--- src/hw/rtl/gb5w_pkg.sv ---
// gb5w_pkg: shared types and constants for the 5x5 wrap-around Gaussian blur core.
// Request/result payload structs, register indexes, reset values, MAC datapath widths.
// No dependencies.
`timescale 1ns / 1ps

package gb5w_pkg;

    // request kinds
    typedef enum logic {
        KIND_LOAD  = 1'b0,
        KIND_QUERY = 1'b1
    } kind_t;

    // payload widths
    localparam int COORD_W = 5;
    localparam int PIX_W   = 16;
    localparam int WGT_W   = 16;
    localparam int DIM_W   = 6;
    localparam int PROD_W  = PIX_W + WGT_W + 1;   // signed pixel x unsigned weight
    localparam int ACC_W   = PROD_W + 5;          // 25 terms
    localparam int FRAC_W  = 16;                  // weights are 0.16
    // signed position arithmetic; holds -128 .. 127, enough for -2 .. 2*32
    localparam int POS_W   = 8;

    // configuration port
    localparam int CFG_IDX_W  = 3;
    localparam int CFG_DATA_W = 16;

    typedef enum logic [CFG_IDX_W-1:0] {
        REG_FRAME_WIDTH      = 3'd0,
        REG_FRAME_HEIGHT     = 3'd1,
        REG_WEIGHT_CENTER    = 3'd2,
        REG_WEIGHT_AXIS_NEAR = 3'd3,
        REG_WEIGHT_DIAG_NEAR = 3'd4,
        REG_WEIGHT_AXIS_FAR  = 3'd5,
        REG_WEIGHT_KNIGHT    = 3'd6,
        REG_WEIGHT_CORNER    = 3'd7
    } reg_idx_t;

    localparam logic [DIM_W-1:0] RST_FRAME_WIDTH      = 6'd32;
    localparam logic [DIM_W-1:0] RST_FRAME_HEIGHT     = 6'd24;
    localparam logic [WGT_W-1:0] RST_WEIGHT_CENTER    = 16'd10624;
    localparam logic [WGT_W-1:0] RST_WEIGHT_AXIS_NEAR = 16'd6444;
    localparam logic [WGT_W-1:0] RST_WEIGHT_DIAG_NEAR = 16'd3908;
    localparam logic [WGT_W-1:0] RST_WEIGHT_AXIS_FAR  = 16'd1438;
    localparam logic [WGT_W-1:0] RST_WEIGHT_KNIGHT    = 16'd872;
    localparam logic [WGT_W-1:0] RST_WEIGHT_CORNER    = 16'd195;

    // tap counters run 0..4 for offsets -2..+2
    localparam logic [2:0] TAP_LAST   = 3'd4;
    localparam logic [2:0] TAP_CENTER = 3'd2;

    typedef struct packed {
        kind_t                     kind;
        logic [COORD_W-1:0]        row;
        logic [COORD_W-1:0]        col;
        logic signed [PIX_W-1:0]   pixel;
    } in_req_t;

    typedef struct packed {
        logic signed [PIX_W-1:0]   filtered;
        logic [COORD_W-1:0]        out_row;
        logic [COORD_W-1:0]        out_col;
        logic                      out_of_range;
    } out_rsp_t;

    // sequencer controls for the shared multiply-accumulate unit
    typedef struct packed {
        logic clear;    // zero the accumulator
        logic mul_en;   // pixel/weight pair valid, capture product
        logic acc_en;   // product valid, add into accumulator
    } mac_ctrl_t;

    // |tap - 2| for a tap counter value 0..4
    function automatic logic [1:0] tap_abs(input logic [2:0] tap);
        logic [1:0] res;
        res = 2'd0;
        unique case (tap)
            3'd0, 3'd4: res = 2'd2;
            3'd1, 3'd3: res = 2'd1;
            3'd2:       res = 2'd0;
            default:    res = 2'd0;
        endcase
        return res;
    endfunction

endpackage

--- src/hw/rtl/gb5w_mac.sv ---
// gb5w_mac: shared multiply-accumulate unit with round-to-nearest and 16-bit saturation.
// Depends on gb5w_pkg (widths, mac_ctrl_t).
`timescale 1ns / 1ps

module gb5w_mac
    import gb5w_pkg::*;
(
    input  logic                    clk,
    input  mac_ctrl_t               ctrl,
    input  logic signed [PIX_W-1:0] pixel,
    input  logic [WGT_W-1:0]        weight,
    output logic signed [PIX_W-1:0] sum
);

    localparam int Q_W = ACC_W - FRAC_W;

    logic signed [PROD_W-1:0] prod_reg;
    logic signed [ACC_W-1:0]  acc_reg;
    logic signed [ACC_W-1:0]  rounded;
    logic signed [Q_W-1:0]    quot;

    // stage 1: product (signed pixel times unsigned weight)
    always_ff @(posedge clk)
    begin
        if (ctrl.mul_en)
        begin
            prod_reg <= PROD_W'(pixel * $signed({1'b0, weight}));
        end
    end

    // stage 2: accumulate
    always_ff @(posedge clk)
    begin
        if (ctrl.clear)
        begin
            acc_reg <= '0;
        end
        else if (ctrl.acc_en)
        begin
            acc_reg <= acc_reg + ACC_W'(prod_reg);
        end
    end

    // add half, floor-divide by 2^16, clamp to signed 16 bits
    always_comb
    begin
        rounded = acc_reg + ACC_W'(signed'(1 <<< (FRAC_W - 1)));
        quot    = Q_W'(rounded >>> FRAC_W);
        priority if (quot > Q_W'(signed'(32767)))
        begin
            sum = 16'sh7FFF;
        end
        else if (quot < -Q_W'(signed'(32768)))
        begin
            sum = 16'sh8000;
        end
        else
        begin
            sum = PIX_W'(quot);
        end
    end

endmodule

--- config.mk ---
export PLATFORM = sky130hd
export DESIGN_NAME = gb5w_mac
export DESIGN_NICKNAME = d
export VERILOG_FILES = /design/src/hw/rtl/gb5w_pkg.sv /design/src/hw/rtl/gb5w_mac.sv
export SDC_FILE = /design/constraint.sdc
export NUM_CORES = 1
export LEC_CHECK = 0
export BUFFER_PORTS_ARGS = -buffer_cell sky130_fd_sc_hd__buf_2
export CORE_MARGIN = 2
export CORE_UTILIZATION = 57
export DETAILED_ROUTE_END_ITERATION = 8
export PLACE_DENSITY = 0.74
export REMOVE_ABC_BUFFERS = 1
export SYNTH_ARGS = -nofsm -noshare
export SYNTH_HDL_FRONTEND = slang
export SYNTH_SLANG_ARGS = --single-unit
--- constraint.sdc ---
create_clock -name clk -period 8.5 [get_ports clk]
set_input_delay 0.425 -clock clk [delete_from_list [all_inputs] [get_ports clk]]
set_output_delay 0.425 -clock clk [all_outputs]
set_load 0.01 [all_outputs]
== Yosys cells after proc, flatten, opt, wreduce, memory -nomap -nowiden ==
Cells that the tools add are included.
Storage, ports and cells
  bits in registers: 71
  bits of input ports: 36
  output and inout port bits: 16
  logic and storage cells: 9
Cells by class
  $add $sub $neg: 2
  $mul: 1
  $lt $le $gt $ge: 2
  multiplexer cells: 2
Operator list (number)
  38-bit by 17-bit adder with 38-bit output, second input constant: 1
  38-bit by 33-bit adder with 38-bit output: 1
  16-bit by 17-bit multiplier with 33-bit output: 1
  16-bit two-way mux: 2
  22-bit by 16-bit greater-than comparator with 1-bit output, second input constant: 1
  22-bit by 16-bit < comparator with 1-bit output, second input constant: 1

== Logic depth before layout (Yosys ltp) ==
  word-level depth: 4
  mapped depth: 24

== Least setup slack after synthesis ==
No wires, ideal clock.
  path kind: input port to flip-flop
  start: in pixel[14]
  end: reg prod_reg[31], data pin
  library setup time: 0.258 ns
  arrival time: 5.811 ns
  required time: 8.242 ns
  slack: 2.431 ns
  stages: 21
  path buffers: 1
  cells stage by stage: clkbuf_1 nand2_1 fa_1 fa_1 inv_1 fa_1 fa_1 fa_1 inv_1 fa_1 inv_1 ha_1 o21a_1 o21a_1 o21ai_0 a32oi_1 a41oi_1 o21ai_1 a221o_1 a21oi_1 xnor2_1
On the way
  longest elaborated chain between the ends: 1
RTL lines
  from (decl): line gb5w_mac.sv:10  | input logic signed [PIX_W-1:0] pixel,
  16-bit by 17-bit multiplier with 33-bit output: line gb5w_mac.sv:27  | prod_reg <= PROD_W'(pixel * $signed({1'b0, weight}));
  to (signal assigned): line gb5w_mac.sv:27
  to (decl): line gb5w_mac.sv:17  | logic signed [PROD_W-1:0] prod_reg;
No other way between the ends.
A chain may end at the register's enable or synchronous reset.

== Final worst setup path ==
  start: in weight[9]
  end: reg prod_reg[31], data pin
On the way
  longest elaborated chain between the ends: 1
RTL lines
  from (decl): line gb5w_mac.sv:11  | input logic [WGT_W-1:0] weight,
  16-bit by 17-bit multiplier with 33-bit output: line gb5w_mac.sv:27
No other way between the ends.

==> results_dict.tcl <==
set metrics [dict create \
    status "complete, no violations" \
    fp.dieArea_mm2 0.0252 \
    final_cell_mix "261 x inv_1, 195 x fa_1, 179 x nand2_1, 160 x ha_1, 116 x and2_1" \
    cp_max_fo 16 \
    path_clk_slew_ns 0.05 \
    worst_pin_slew_ns 1.00 \
    firstDrtPassIters 8 \
    first_global_vias 10659 \
    yosysWarnings 0 \
    row_count 56 \
    synthFlopType "dfxtp_1" \
    drt_iter0_markers 646 \
    crit_path_start_kind "primary input" \
    cts_tree "yes" \
    htreeDepth 3 \
    cts_buffers 9 \
    synth_top_family_by_area "adder cells" \
    critPathLaunch "weight[9]" \
    die_h_um 159 \
    cts_max_path_buffers 2 \
    syn_inst 1576 \
    cts-resized-gates 0 \
    synth_xor_area_share_pct 5.19 \
    worstSkewPairLatency_ns 0.34 \
    reg2reg_depth 9 \
    synthAdderAreaFrac_pct 43.2 \
    fin_setup_tns_ns 0 \
    drtAntennaViolNets 0 \
    placement.io_buffers 51 \
    whs_ns 0.460 \
    fin_area_mm2 0.0144 \
    rsz0062_at_grt "no" \
    post-cts-setup-buffers 0 \
    antenna_found_initial 0 \
    yosys.area_share.simple_pct 17.3 \
    post-route-util_pct 61.3 \
    drv_slew 0 \
    period_share_pct 73.1 \
    finalCriticalPeriod_ns 6.22 \
    core_mm2 0.0235 \
    placed_cell_area_mm2 0.0141 \
    wire_per_inst_um 15.8 \
    netlist-cell-type-count 59 \
    die_w_um 159 \
    io_pins 52 \
    relSlewSlack_pct 32.2 \
    finalHoldViolations 0 \
    synth_edf_count 33 \
    grt_usage_pct 24.6 \
    maxCapViolations 0 \
    crit_type "primary input to register" \
    area_growth_pct 5.52 \
    synth_compound_area_share_pct 11.1 \
    largest_reg_flops 38 \
    globalRoute.totalOverflow 0 \
    async_reset_ff_share_pct 0 \
    root_buffer "clkbuf_16" \
    routed_wirelength_um 30200 \
    fmax_ghz 0.161 \
    grt_pass1_wl_um 51200 \
    seq_area_frac_synth_pct 12.8 \
    synth_mux_area_share_pct 1.62 \
    place.gp.congestion 0.913 \
    cts_hold_buffers 0 \
    r2r_start "prod_reg[7]" \
    final_common_cell "inv_1" \
    vias 10693 \
    num_antenna_cells 0 \
    nFillCells 2074 \
    setup_viol 0 \
    clock_skew_ns 0.00617 \
    initial_core_util_pct 58.1 \
    end_kind "register" \
    synth-seq-cells 71 \
    drc_errors 0 \
    reg2reg_setup_slack_ns 5.33 \
    synth_area_mm2 0.0137 \
    final_nets 1974 \
    cts_num_sinks 71 \
    postSynthAreaPerCell_um2 8.67 \
    worstHoldPathType "register to register" \
    cp_data_arrival_time_ns 6.31 \
    grt_start_max_net_pins 41 \
    drive_gt1_share_pct 4.79 \
    setup.worst_path.end "prod_reg[31]" \
    viasPerCell 5.61 \
    cp_data_required_time_ns 8.59 \
    dp_hpwl_um 23800 \
    rr_endpoint "acc_reg[37]" \
]
-- metrics by stage --
stage	instances	worst slack, ns
finish	1907	2.28
CTS	1907	2.33
global route	1907	1.96
detailed placement	1891	1.98
floorplan	1519	2.60
global placement	1891	2.09
-- worst max-delay path, cell delays in order --
cell	delay, ns
buf_2	0.22
and2_1	0.23
fa_1	0.53
inv_1	0.05
fa_1	0.53
inv_1	0.05
fa_1	0.52
fa_1	0.44
fa_1	0.55
inv_1	0.05
fa_1	0.53
inv_1	0.04
ha_1	0.34
o21a_1	0.20
o21a_1	0.16
o21ai_0	0.19
a32oi_1	0.15
a41oi_1	0.33
o21ai_1	0.18
a221o_1	0.32
a21oi_1	0.17
xnor2_1	0.07
-- worst min path at each step --
stage                           start          end  slack [ns]  depth (start not counted)
after floorplan           acc_reg[14]  acc_reg[14]        0.44                          2
after global placement    acc_reg[14]  acc_reg[14]        0.45                          2
after detailed placement  acc_reg[14]  acc_reg[14]        0.46                          2
after CTS                 acc_reg[14]  acc_reg[14]        0.47                          2
after global routing      acc_reg[14]  acc_reg[14]        0.51                          2
final                     acc_reg[14]  acc_reg[14]        0.46                          2
-- per-layer routing --
| layer | track usage (%) | vias to the layer above | share of wire, % |
|---|---|---|---|
| met1 | 34.8 | 5155 | 46 |
| met2 | 40.5 | 371 | 46 |
| li1 | - | 5121 | - |
| met5 | 0 | - | 0 |
| met3 | 3.27 | 46 | 6.2 |
| met4 | 5.70 | 0 | 1.8 |
-- layout make-up --
| cell class | count | area (µm²) | area share (%) |
|---|---|---|---|
| well taps | 319 | 399 | 2.77 |
| flip-flops and latches | 71 | 1750 | 12.1 |
| inverters | 262 | 983 | 6.82 |
| repair buffers | 53 | 270 | 1.87 |
| clock inverters | 7 | 73.8 | 0.512 |
| multi-input cells | 1186 | 10700 | 74.3 |
| clock buffers | 9 | 225 | 1.56 |
-- logic make-up after synthesis --
family | after synthesis
AO/OA/AOI/OAI | 239
AND/OR/NAND/NOR | 489
adder cells (fa/ha/maj) | 355
flip-flops | 71
buffers and inverters | 319
multiplexers | 22
XOR/XNOR | 81
-- Yosys cell counts, types with 12 or more instances --
master / number / area share, %
a21o_1: 36 / 2.0
mux2i_1: 21 / 1.5
nand2_1: 179 / 4.9
xor2_1: 39 / 2.5
nand4_1: 12 / 0.55
o21ai_0: 36 / 1.3
dfxtp_1: 38 / 5.6
and2_1: 116 / 5.3
nor2_1: 86 / 2.4
xnor2_1: 42 / 2.7
a211oi_1: 14 / 0.77
o21ai_1: 27 / 0.99
nand2b_1: 13 / 0.59
ha_1: 160 / 15
nor3_1: 12 / 0.44
nand3_1: 33 / 1.2
a21oi_1: 59 / 2.2
a31oi_1: 13 / 0.59
fa_1: 195 / 29
o21a_1: 12 / 0.66
clkbuf_1: 54 / 1.5
inv_1: 261 / 7.2
edfxtp_1: 33 / 7.2
Power is not shown: default switching activity piles up to over one toggle a cycle in this logic, so the estimate is an artifact.
